### config.mk
export PLATFORM = sky130hd
export DESIGN_NAME = midpoint_circle_rasterizer
export DESIGN_NICKNAME = d
export VERILOG_FILES = /design/src/rtl/mcr_pkg.sv /design/src/rtl/mcr_front.sv /design/src/rtl/mcr_job_fifo.sv /design/src/rtl/mcr_back.sv /design/src/rtl/midpoint_circle_rasterizer.sv
export SDC_FILE = /design/constraint.sdc
export NUM_CORES = 2
export LEC_CHECK = 0
export BUFFER_PORTS_ARGS = -buffer_cell sky130_fd_sc_hd__buf_2
export CAP_MARGIN = 10
export CORE_MARGIN = 2
export CORE_UTILIZATION = 30
export CTS_CLUSTER_SIZE = 40
export DETAILED_ROUTE_END_ITERATION = 12
export HOLD_SLACK_MARGIN = 0.08
export MAX_ROUTING_LAYER = met4
export SETUP_SLACK_MARGIN = 0.4
export SLEW_MARGIN = 20
export SYNTH_ARGS = -nofsm -noshare
export SYNTH_HDL_FRONTEND = slang
export SYNTH_SLANG_ARGS = --single-unit
### constraint.sdc
create_clock -name clk_i -period 7.5 [get_ports clk_i]
set_clock_uncertainty 0.2 [all_clocks]
set_input_delay 0.75 -clock clk_i [delete_from_list [all_inputs] [get_ports clk_i]]
set_output_delay 0.75 -clock clk_i [all_outputs]
set_load 0.01 [all_outputs]
### src/rtl/mcr_pkg.sv
package mcr_pkg;

  localparam int unsigned JobDepth = 2;
  localparam int unsigned JobPtrW  = $clog2(JobDepth);
  localparam int unsigned JobCntW  = $clog2(JobDepth + 1);

  localparam int unsigned OutDepth = 4;
  localparam int unsigned OutPtrW  = $clog2(OutDepth);
  localparam int unsigned OutCntW  = $clog2(OutDepth + 1);

  localparam logic       ReqStart = 1'b0;
  localparam logic       ReqStep  = 1'b1;

  localparam logic [1:0] CfgImageWidth    = 2'd0;
  localparam logic [1:0] CfgImageHeight   = 2'd1;
  localparam logic [1:0] CfgBytesPerPixel = 2'd2;

  localparam logic [1:0] Bpp888 = 2'd3;

  typedef enum logic {
    JobNoWrite,
    JobStep
  } job_kind_e;

  typedef struct packed {
    logic [10:0] width;
    logic [10:0] height;
    logic [1:0]  bpp;
  } cfg_t;

  // cx, cy, x, y hold two's complement values
  typedef struct packed {
    job_kind_e   kind;
    logic        done;
    logic        fill;
    logic [11:0] cx;
    logic [11:0] cy;
    logic [11:0] x;
    logic [11:0] y;
    logic [15:0] color;
  } job_t;

  typedef struct packed {
    logic        write_valid;
    logic [9:0]  row;
    logic [9:0]  col_first;
    logic [9:0]  col_last;
    logic [21:0] byte_address;
    logic [23:0] pixel_data;
    logic        last;
    logic        circle_done;
  } result_t;

endpackage

### src/rtl/mcr_front.sv
module mcr_front (
  input  logic             clk_i,
  input  logic             rst_ni,
  input  logic             accept_i,
  input  logic             req_type_i,
  input  logic [11:0]      center_x_i,
  input  logic [11:0]      center_y_i,
  input  logic [9:0]       radius_i,
  input  logic             fill_i,
  input  logic [15:0]      color_i,
  output logic             job_push_o,
  output mcr_pkg::job_t    job_o
);
  import mcr_pkg::*;

  logic               busy_q, busy_d;
  logic signed [11:0] cx_q, cx_d, cy_q, cy_d;
  logic signed [11:0] minor_q, minor_d, major_q, major_d;
  logic signed [15:0] dec_q, dec_d;
  logic [15:0]        color_q, color_d;
  logic               fill_q, fill_d;

  logic signed [11:0] x1n, yn;
  logic signed [17:0] dn_w;
  logic               step_done;

  // midpoint update
  always_comb begin
    x1n = minor_q + 12'sd1;
    if (dec_q > 16'sd0) begin
      yn   = major_q - 12'sd1;
      dn_w = 18'(dec_q) + (18'(x1n - yn) <<< 2) + 18'sd10;
    end else begin
      yn   = major_q;
      dn_w = 18'(dec_q) + (18'(x1n) <<< 2) + 18'sd6;
    end
    step_done = yn < x1n;
  end

  always_comb begin
    busy_d  = busy_q;
    cx_d    = cx_q;
    cy_d    = cy_q;
    minor_d = minor_q;
    major_d = major_q;
    dec_d   = dec_q;
    color_d = color_q;
    fill_d  = fill_q;

    job_o.kind  = JobNoWrite;
    job_o.done  = 1'b0;
    job_o.fill  = fill_q;
    job_o.cx    = cx_q;
    job_o.cy    = cy_q;
    job_o.x     = minor_q;
    job_o.y     = major_q;
    job_o.color = color_q;

    if (accept_i) begin
      if (req_type_i == ReqStart) begin
        busy_d  = 1'b1;
        cx_d    = $signed(center_x_i);
        cy_d    = $signed(center_y_i);
        minor_d = 12'sd0;
        major_d = $signed({2'b00, radius_i});
        dec_d   = 16'sd3 - $signed({5'b00000, radius_i, 1'b0});
        color_d = color_i;
        fill_d  = fill_i;
      end else if (!busy_q) begin
        job_o.done = 1'b1;
      end else begin
        job_o.kind = JobStep;
        job_o.done = step_done;
        minor_d    = x1n;
        major_d    = yn;
        dec_d      = dn_w[15:0];
        busy_d     = !step_done;
      end
    end
  end

  assign job_push_o = accept_i;

  always_ff @(posedge clk_i or negedge rst_ni) begin
    if (!rst_ni) begin
      busy_q  <= 1'b0;
      cx_q    <= '0;
      cy_q    <= '0;
      minor_q <= '0;
      major_q <= '0;
      dec_q   <= '0;
      color_q <= '0;
      fill_q  <= 1'b0;
    end else begin
      busy_q  <= busy_d;
      cx_q    <= cx_d;
      cy_q    <= cy_d;
      minor_q <= minor_d;
      major_q <= major_d;
      dec_q   <= dec_d;
      color_q <= color_d;
      fill_q  <= fill_d;
    end
  end

endmodule

### src/rtl/mcr_job_fifo.sv
module mcr_job_fifo (
  input  logic          clk_i,
  input  logic          rst_ni,
  input  logic          push_i,
  input  mcr_pkg::job_t job_i,
  output logic          full_o,
  output logic          valid_o,
  output mcr_pkg::job_t job_o,
  input  logic          pop_i
);
  import mcr_pkg::*;

  job_t               mem_q [JobDepth];
  logic [JobPtrW-1:0] wr_q, rd_q;
  logic [JobCntW-1:0] cnt_q;
  logic               do_push, do_pop;

  assign full_o  = cnt_q == JobCntW'(JobDepth);
  assign valid_o = cnt_q != '0;
  assign job_o   = mem_q[rd_q];
  assign do_push = push_i && !full_o;
  assign do_pop  = pop_i && valid_o;

  always_ff @(posedge clk_i) begin
    if (do_push) begin
      mem_q[wr_q] <= job_i;
    end
  end

  always_ff @(posedge clk_i or negedge rst_ni) begin
    if (!rst_ni) begin
      wr_q  <= '0;
      rd_q  <= '0;
      cnt_q <= '0;
    end else begin
      if (do_push) begin
        wr_q <= wr_q + 1'b1;
      end
      if (do_pop) begin
        rd_q <= rd_q + 1'b1;
      end
      cnt_q <= cnt_q + JobCntW'(do_push) - JobCntW'(do_pop);
    end
  end

endmodule

### src/rtl/mcr_back.sv
module mcr_back #(
  parameter int unsigned MAX_DIM = 1024
) (
  input  logic             clk_i,
  input  logic             rst_ni,
  input  mcr_pkg::cfg_t    cfg_i,
  input  logic             job_valid_i,
  input  mcr_pkg::job_t    job_i,
  output logic             job_pop_o,
  output mcr_pkg::result_t res_o,
  output logic             res_empty_o,
  input  logic             res_pop_i
);
  import mcr_pkg::*;

  localparam logic [12:0] MaxDim = 13'(MAX_DIM);

  typedef struct packed {
    logic [13:0] row;
    logic [13:0] lo;
    logic [13:0] hi;
  } cand_t;

  typedef struct packed {
    logic        ok;
    logic [11:0] row;
    logic [11:0] first;
    logic [11:0] last;
  } clip_t;

  typedef struct packed {
    logic        wv;
    logic [11:0] row;
    logic [11:0] first;
    logic [11:0] lastc;
    logic        last;
    logic        done;
    logic [15:0] color;
  } stage_t;

  function automatic cand_t cand_of(job_t j, logic [2:0] k);
    logic signed [13:0] cx, cy, x, y, row, lo, hi, col;
    cand_t              c;
    cx = $signed({{2{j.cx[11]}}, j.cx});
    cy = $signed({{2{j.cy[11]}}, j.cy});
    x  = $signed({{2{j.x[11]}}, j.x});
    y  = $signed({{2{j.y[11]}}, j.y});
    if (j.fill) begin
      if (!k[1]) begin
        row = k[0] ? cy - x : cy + x;
        lo  = cx - y;
        hi  = cx + y;
      end else begin
        row = k[0] ? cy - y : cy + y;
        lo  = cx - x;
        hi  = cx + x;
      end
    end else begin
      if (!k[2]) begin
        col = k[0] ? cx - x : cx + x;
        row = k[1] ? cy - y : cy + y;
      end else begin
        col = k[0] ? cx - y : cx + y;
        row = k[1] ? cy - x : cy + x;
      end
      lo = col;
      hi = col;
    end
    c.row = row;
    c.lo  = lo;
    c.hi  = hi;
    return c;
  endfunction

  function automatic clip_t clip_of(cand_t c, logic [12:0] w, logic [12:0] h);
    logic signed [14:0] row, lo, hi, wm1, hs;
    clip_t              r;
    row = $signed({c.row[13], c.row});
    lo  = $signed({c.lo[13], c.lo});
    hi  = $signed({c.hi[13], c.hi});
    hs  = $signed({2'b00, h});
    wm1 = $signed({2'b00, w}) - 15'sd1;
    if (lo < 15'sd0) begin
      lo = 15'sd0;
    end
    if (hi > wm1) begin
      hi = wm1;
    end
    r.ok    = (row >= 15'sd0) && (row < hs) && (lo <= hi);
    r.row   = row[11:0];
    r.first = lo[11:0];
    r.last  = hi[11:0];
    return r;
  endfunction

  function automatic logic [2:0] low_idx(logic [7:0] m);
    logic [2:0] idx;
    idx = 3'd0;
    for (int i = 7; i >= 0; i--) begin
      if (m[i]) begin
        idx = 3'(i);
      end
    end
    return idx;
  endfunction

  logic [12:0] eff_w, eff_h;
  assign eff_w = ({2'b00, cfg_i.width} > MaxDim) ? MaxDim : {2'b00, cfg_i.width};
  assign eff_h = ({2'b00, cfg_i.height} > MaxDim) ? MaxDim : {2'b00, cfg_i.height};

  // sequencer over the mirror candidates of the current job
  job_t        job_q, job_d;
  logic [7:0]  mask_q, mask_d, new_mask;
  logic        nw_q, nw_d;
  logic        active, issue, last_issue, load;
  logic [2:0]  k_sel;
  logic [7:0]  k_hot;
  clip_t       sel_clip;
  clip_t       mask_clip;

  logic        s1_v_q, s2_v_q;
  stage_t      s1_q, s1_d, s2_q;
  logic [24:0] prod_q;

  result_t             oq_mem_q [OutDepth];
  logic [OutPtrW-1:0]  oq_wr_q, oq_rd_q;
  logic [OutCntW-1:0]  oq_cnt_q;
  logic [3:0]          occupancy;
  logic                oq_pop;

  always_comb begin
    for (int i = 0; i < 8; i++) begin
      mask_clip   = clip_of(cand_of(job_i, 3'(i)), eff_w, eff_h);
      new_mask[i] = mask_clip.ok && (!job_i.fill || (i < 4));
    end
  end

  assign occupancy  = 4'(oq_cnt_q) + 4'(s1_v_q) + 4'(s2_v_q);
  assign active     = nw_q || (mask_q != '0);
  assign issue      = active && (occupancy < 4'(OutDepth));
  assign k_sel      = low_idx(mask_q);
  assign k_hot      = 8'b1 << k_sel;
  assign last_issue = nw_q || ((mask_q & ~k_hot) == '0);
  assign load       = job_valid_i && (!active || (issue && last_issue));
  assign job_pop_o  = load;
  assign sel_clip   = clip_of(cand_of(job_q, k_sel), eff_w, eff_h);

  always_comb begin
    job_d  = job_q;
    mask_d = mask_q;
    nw_d   = nw_q;
    if (issue) begin
      if (nw_q) begin
        nw_d = 1'b0;
      end else begin
        mask_d = mask_q & ~k_hot;
      end
    end
    if (load) begin
      job_d  = job_i;
      mask_d = (job_i.kind == JobStep) ? new_mask : '0;
      nw_d   = (job_i.kind == JobNoWrite) || (new_mask == '0);
    end

    s1_d.wv    = !nw_q;
    s1_d.row   = nw_q ? '0 : sel_clip.row;
    s1_d.first = nw_q ? '0 : sel_clip.first;
    s1_d.lastc = nw_q ? '0 : sel_clip.last;
    s1_d.last  = last_issue;
    s1_d.done  = job_q.done;
    s1_d.color = job_q.color;
  end

  always_ff @(posedge clk_i or negedge rst_ni) begin
    if (!rst_ni) begin
      mask_q <= '0;
      nw_q   <= 1'b0;
      s1_v_q <= 1'b0;
      s2_v_q <= 1'b0;
    end else begin
      mask_q <= mask_d;
      nw_q   <= nw_d;
      s1_v_q <= issue;
      s2_v_q <= s1_v_q;
    end
  end

  always_ff @(posedge clk_i) begin
    job_q  <= job_d;
    s1_q   <= s1_d;
    s2_q   <= s1_q;
    prod_q <= 25'(s1_q.row) * 25'(eff_w);
  end

  // address and pixel formatting
  logic [24:0] base, addr;
  logic [23:0] pix;
  result_t     res_new;

  always_comb begin
    base = prod_q + {13'd0, s2_q.first};
    if (cfg_i.bpp == Bpp888) begin
      addr = base + (base << 1);
      pix  = {s2_q.color[4:0], 3'b000, s2_q.color[10:5], 2'b00,
              s2_q.color[15:11], 3'b000};
    end else begin
      addr = base << 1;
      pix  = {8'h00, s2_q.color};
    end
    res_new.write_valid  = s2_q.wv;
    res_new.row          = s2_q.row[9:0];
    res_new.col_first    = s2_q.first[9:0];
    res_new.col_last     = s2_q.lastc[9:0];
    res_new.byte_address = s2_q.wv ? addr[21:0] : '0;
    res_new.pixel_data   = s2_q.wv ? pix : '0;
    res_new.last         = s2_q.last;
    res_new.circle_done  = s2_q.done;
  end

  assign res_empty_o = oq_cnt_q == '0;
  assign res_o       = oq_mem_q[oq_rd_q];
  assign oq_pop      = res_pop_i && !res_empty_o;

  always_ff @(posedge clk_i) begin
    if (s2_v_q) begin
      oq_mem_q[oq_wr_q] <= res_new;
    end
  end

  always_ff @(posedge clk_i or negedge rst_ni) begin
    if (!rst_ni) begin
      oq_wr_q  <= '0;
      oq_rd_q  <= '0;
      oq_cnt_q <= '0;
    end else begin
      if (s2_v_q) begin
        oq_wr_q <= oq_wr_q + 1'b1;
      end
      if (oq_pop) begin
        oq_rd_q <= oq_rd_q + 1'b1;
      end
      oq_cnt_q <= oq_cnt_q + OutCntW'(s2_v_q) - OutCntW'(oq_pop);
    end
  end

  a_no_overflow: assert property (@(posedge clk_i) disable iff (!rst_ni)
    occupancy <= 4'(OutDepth))
    else $error("result queue overrun");

  a_nw_exclusive: assert property (@(posedge clk_i) disable iff (!rst_ni)
    !(nw_q && (mask_q != '0)))
    else $error("empty result pending alongside writes");

  a_write_on_image: assert property (@(posedge clk_i) disable iff (!rst_ni)
    (s1_v_q && s1_q.wv) |-> ({1'b0, s1_q.row} < eff_h) &&
                            (s1_q.first <= s1_q.lastc))
    else $error("write issued off the image");

endmodule

### src/rtl/midpoint_circle_rasterizer.sv
// Throughput: one result per cycle while the result queue, counting results
// in flight, has room; a step request yields max(1, kept writes) results,
// at most 8 in outline and 4 in filled mode, all issued through the single
// address/multiplier pipe feeding the result queue.
// Reset: asynchronous, clears all queues and circle state; image size returns
// to 320x240 at 2 bytes per pixel.
module midpoint_circle_rasterizer #(
  parameter int unsigned MAX_DIM = 1024
) (
  input  logic        clk_i,
  input  logic        rst_ni,
  input  logic        push,
  output logic        full,
  input  logic        req_type_i,
  input  logic [11:0] center_x_i,
  input  logic [11:0] center_y_i,
  input  logic [9:0]  radius_i,
  input  logic        fill_i,
  input  logic [15:0] color_i,
  output logic        empty,
  input  logic        pop,
  output logic        write_valid_o,
  output logic [9:0]  row_o,
  output logic [9:0]  col_first_o,
  output logic [9:0]  col_last_o,
  output logic [21:0] byte_address_o,
  output logic [23:0] pixel_data_o,
  output logic        last_o,
  output logic        circle_done_o,
  input  logic        cfg_write_i,
  input  logic [1:0]  cfg_index_i,
  input  logic [10:0] cfg_data_i
);
  import mcr_pkg::*;

  cfg_t    cfg_q;
  job_t    fr_job, bk_job;
  logic    fr_push, bk_valid, bk_pop, accept;
  result_t res;

  always_ff @(posedge clk_i or negedge rst_ni) begin
    if (!rst_ni) begin
      cfg_q.width  <= 11'd320;
      cfg_q.height <= 11'd240;
      cfg_q.bpp    <= 2'd2;
    end else if (cfg_write_i) begin
      case (cfg_index_i)
        CfgImageWidth:    cfg_q.width  <= cfg_data_i;
        CfgImageHeight:   cfg_q.height <= cfg_data_i;
        CfgBytesPerPixel: cfg_q.bpp    <= cfg_data_i[1:0];
        default: begin
        end
      endcase
    end
  end

  assign accept = push && !full;

  mcr_front u_front (
    .clk_i      (clk_i),
    .rst_ni     (rst_ni),
    .accept_i   (accept),
    .req_type_i (req_type_i),
    .center_x_i (center_x_i),
    .center_y_i (center_y_i),
    .radius_i   (radius_i),
    .fill_i     (fill_i),
    .color_i    (color_i),
    .job_push_o (fr_push),
    .job_o      (fr_job)
  );

  mcr_job_fifo u_job_fifo (
    .clk_i   (clk_i),
    .rst_ni  (rst_ni),
    .push_i  (fr_push),
    .job_i   (fr_job),
    .full_o  (full),
    .valid_o (bk_valid),
    .job_o   (bk_job),
    .pop_i   (bk_pop)
  );

  mcr_back #(
    .MAX_DIM (MAX_DIM)
  ) u_back (
    .clk_i       (clk_i),
    .rst_ni      (rst_ni),
    .cfg_i       (cfg_q),
    .job_valid_i (bk_valid),
    .job_i       (bk_job),
    .job_pop_o   (bk_pop),
    .res_o       (res),
    .res_empty_o (empty),
    .res_pop_i   (pop)
  );

  assign write_valid_o  = res.write_valid;
  assign row_o          = res.row;
  assign col_first_o    = res.col_first;
  assign col_last_o     = res.col_last;
  assign byte_address_o = res.byte_address;
  assign pixel_data_o   = res.pixel_data;
  assign last_o         = res.last;
  assign circle_done_o  = res.circle_done;

endmodule
==> impl_summary.txt <==
----------------------------------------------------
[CTS]
  Clock latency on the worst-skew pair ... 0.73 ns
  Clock slew at reported path FFs ... 0.06 ns
  Level count of the clock H-tree ... 3
  Clock Tree Root ... sky130_fd_sc_hd__clkbuf_16
  TritonCTS clock tree ... built
  Clk sinks ... approximately 760
  Maximum buffer depth of the clock tree ... 3
  Cts bufs inserted ... 82

[Hold path]
  Hold Crit Endpoint ... u_back.s1_q[16]
  Min-Delay Path Class ... register to register
  Worst hold stages ... 0
  Hold path startpoint ... u_back.job_q[65]

[Logic synthesis]
  Flip-flop and latch count after synthesis ... 758
  Average size of a mapped cell ... 9.98 um2
  Cell types occupying the most area after synthesis ... sky130_fd_sc_hd__edfxtp_1 28%, sky130_fd_sc_hd__ha_1 15%, sky130_fd_sc_hd__dfrtp_1 5.5%, sky130_fd_sc_hd__dfxtp_1 4.6%, sky130_fd_sc_hd__nand2_1 4.3%
  Top-count cell post-synth ... sky130_fd_sc_hd__ha_1
  Yosys top cell area share ... 0.277
  Count of flip-flops with a built-in enable after synthesis ... 504
  Warning count from the yosys run ... 0
  Top flip-flop cell by instance count after synthesis ... sky130_fd_sc_hd__edfxtp_1
  Unique cell type count in the Yosys netlist ... 97
  Most common library cells after synthesis ... 662 x sky130_fd_sc_hd__ha_1, 624 x sky130_fd_sc_hd__nand2_1, 504 x sky130_fd_sc_hd__edfxtp_1
  Share of synthesized area occupied by flip-flops and latches ... 0.382
  Cell area after technology mapping ... around 55,000 um2
  Synthesized netlist cell count ... 5,480
  Async S/R FF share, synth ... 0.169
  Library cell occupying the most area in the post-synthesis netlist ... sky130_fd_sc_hd__edfxtp_1

[Layout]
  Fraction of final layout cells with drive strength greater than 1 ... 0.148
  Sequential cell area ... 20,900 um2
  Total area of multi-input combinational cells ... 32,300 um2
  # fillers ... ~18,000
  Net count reported at finish ... 6,631
  Non-Filler Instances ... ~8,200
  Area Overhead vs Synth ... 16.2%

[Global routing]
  Number of antenna violations at the first check in global routing ... 19
  Total overflow reported by the global router ... 0
  Pin count of the biggest net entering global routing ... 77
  Wire length of the first global-routing pass ... roughly 260,000 um
  GRT Overall Usage ... 0.192
  Vias in the first global route ... a little over 40,000

[Timing]
  Minimum clock period after layout ... between 6 and 7 ns
  Number of failing hold endpoints at the final stage ... 0
  Sum of negative setup slack ... 0 ns
  Unrepaired setup endpoints after global routing ... yes
  Maximum clock frequency ... 0.144 GHz
  Final worst path period share ... 0.926
  Fin. max-slew vios ... 0
  Slew margin rel. ... 0.284
  Actual slew at the worst max-slew pin ... 1.07 ns
  Total of endpoints with negative setup slack in the final report ... 0

[Setup path]
  Required @ worst endpoint ... around 8 ns
  Worst R2R Path Depth ... 34
  Critical path class ... register to register
  CP max-delay cell ... sky130_fd_sc_hd__dfrtp_4
  Kind of capture point of the worst setup path ... register
  R2r endpoint ... u_back.nw_q
  Type of element launching the critical path ... register
  Maximum cell stage delay along the critical path ... 0.56 ns
  Beginning of the worst register-to-register path ... u_job_fifo.rd_q
  Reg-to-reg setup timing slack ... 0.56 ns
  Most frequent cell on the critical path ... sky130_fd_sc_hd__buf_4
  Highest net fanout along the worst path ... 10
  Crit path arrival time ... 7.32 ns

[Floorplan]
  Floorplan Core Area ... 181,000 um2
  Number of top-level pins ... ~150
  Die span in y ... 431 um
  Initial Util ... 0.302
  Horizontal die dimension ... 431 um
  Rows ... ~160
  Die area ... 186,000 um2

[Placed design]
  Buffers added on ports ... ~150
  Post-DP HPWL ... 138,000 um
  Gpl congestion ... 1.04
  Cell count after placement ... 8,009

[Detailed routing]
  Number of violations reported at the end of detailed-routing iteration 0 ... 3,573
  DRT Pass-1 Iters ... 5
  Drt wl/cell ... 21.6 um
  Via count of the routed design ... 42,500
  Final wirelength ... 178,000 um
  Number of DRC violations after detailed routing ... 0
  Via count normalized by instance count ... 5.15
  ANT nets after route ... 0

[Run]
  Max capacitance violation total ... 0

[Status]
  Run status ... complete, no violations

----------------------------------------------------
placed cells by master, fill, tap and decap left out, drive strengths merged, types with 126 or more instances in the layout:
| master | instances |
|---|---|
| a21oi | 384 |
| inv | 382 |
| nor2 | 424 |
| xnor2 | 206 |
| o21ai | 291 |
| dfxtp | 126 |
| edfxtp | 504 |
| buf | 403 |
| ha | 662 |
| nand2 | 624 |
stage by stage:
stage	area, um2	hold WS [ns]	worst slack [ns]	util
after CTS	62700	0.0884	0.386	0.347
after detailed placement	59500	0.112	0.208	0.329
final	63600	0.126	0.557	0.351
after global placement	59500	0.112	0.313	0.329
after floorplan	54700	0.110	0.420	-
after global routing	63600	0.123	0.281	0.351
worst max-delay path by stage:
stage,to,cells past startpoint,start,slack [ns]
2_1_floorplan,u_back.mask_q[6],37,u_job_fifo.rd_q,0.42
3_3_place_gp,u_back.mask_q[6],32,u_job_fifo.rd_q,0.31
3_5_place_dp,u_back.prod_q[18],25,cfg_q[17],0.21
4_1_cts,u_back.prod_q[18],25,cfg_q[17],0.39
5_1_grt,u_back.nw_q,33,u_job_fifo.rd_q,0.28
6_report,u_back.nw_q,34,u_job_fifo.rd_q,0.56
sequential cells by signal (all words and copies together) (netlist names), 2 cells and up:
name	flops
u_back.s2_q	18
u_job_fifo.cnt_q	2
u_back.prod_q	22
u_front.cx_q	12
u_back.oq_wr_q	2
u_front.cy_q	12
u_front.color_q	16
u_back.s1_q	53
u_back.oq_rd_q	2
u_back.job_q	66
u_back.mask_q	8
u_front.minor_q	12
u_back.oq_mem_q	304
u_back.oq_cnt_q	3
u_back.res_new	33
u_job_fifo.mem_q	134
u_front.major_q	12
u_front.dec_q	16
cfg_q	24
metal layers:
layer / vias up / GRT usage / wire, um
li1: 20200 / - / -
met1: 20600 / 0.250 / 79200
met2: 1349 / 0.304 / 82100
met3: 298 / 0.0305 / 10500
met4: 0 / 0.0676 / 6070
met5: - / - / 0
worst max-delay path: cells and delay by family (launching register included):
| kind | cells | cell delay (ns) |
|---|---|---|
| fa+ha+maj | 4 | 1.12 |
| flops | 1 | 0.56 |
| buf+inv | 7 | 1.11 |
| simple gates | 7 | 1.14 |
| mux | 1 | 0.19 |
| compound gates | 15 | 2.50 |
timing repair:
| item | CTS | global route |
|---|---|---|
| hold buffers | 41 | 0 |
| setup endpoints to repair | 7 | 11 |
| endpoints found under the hold margin | 115 | 0 |
| resized for setup | 7 | 136 |
| gates cloned | 0 | 1 |
| setup buffers | 4 | 20 |
| pin swaps | 1 | 33 |
layout make-up:
class | count | share of cell area
diodes | 13 | 0.000512
clock buffers | 102 | 0.0353
clock inverters | 49 | 0.00825
inverters | 377 | 0.0223
multi-input cells | 4125 | 0.508
flip-flops and latches | 758 | 0.329
well taps | 2370 | 0.0467
repair buffers | 445 | 0.0503
kinds of logic (layout without fill, tap and decap cells):
kind of cell | after synthesis | in the layout | synth area share
xor+xnor | 293 | 293 | 0.0471
simple gates | 1622 | 1622 | 0.136
fa+ha+maj | 772 | 772 | 0.192
buf+inv | 599 | 973 | 0.0418
compound gates | 1168 | 1168 | 0.134
other cells | 1 | 16 | 0.0000686
mux | 267 | 267 | 0.0686
flops | 758 | 758 | 0.382
Power is left out: the tool's default activity adds up to more than one toggle a clock period on the data nets, which glitch-free logic cannot reach.
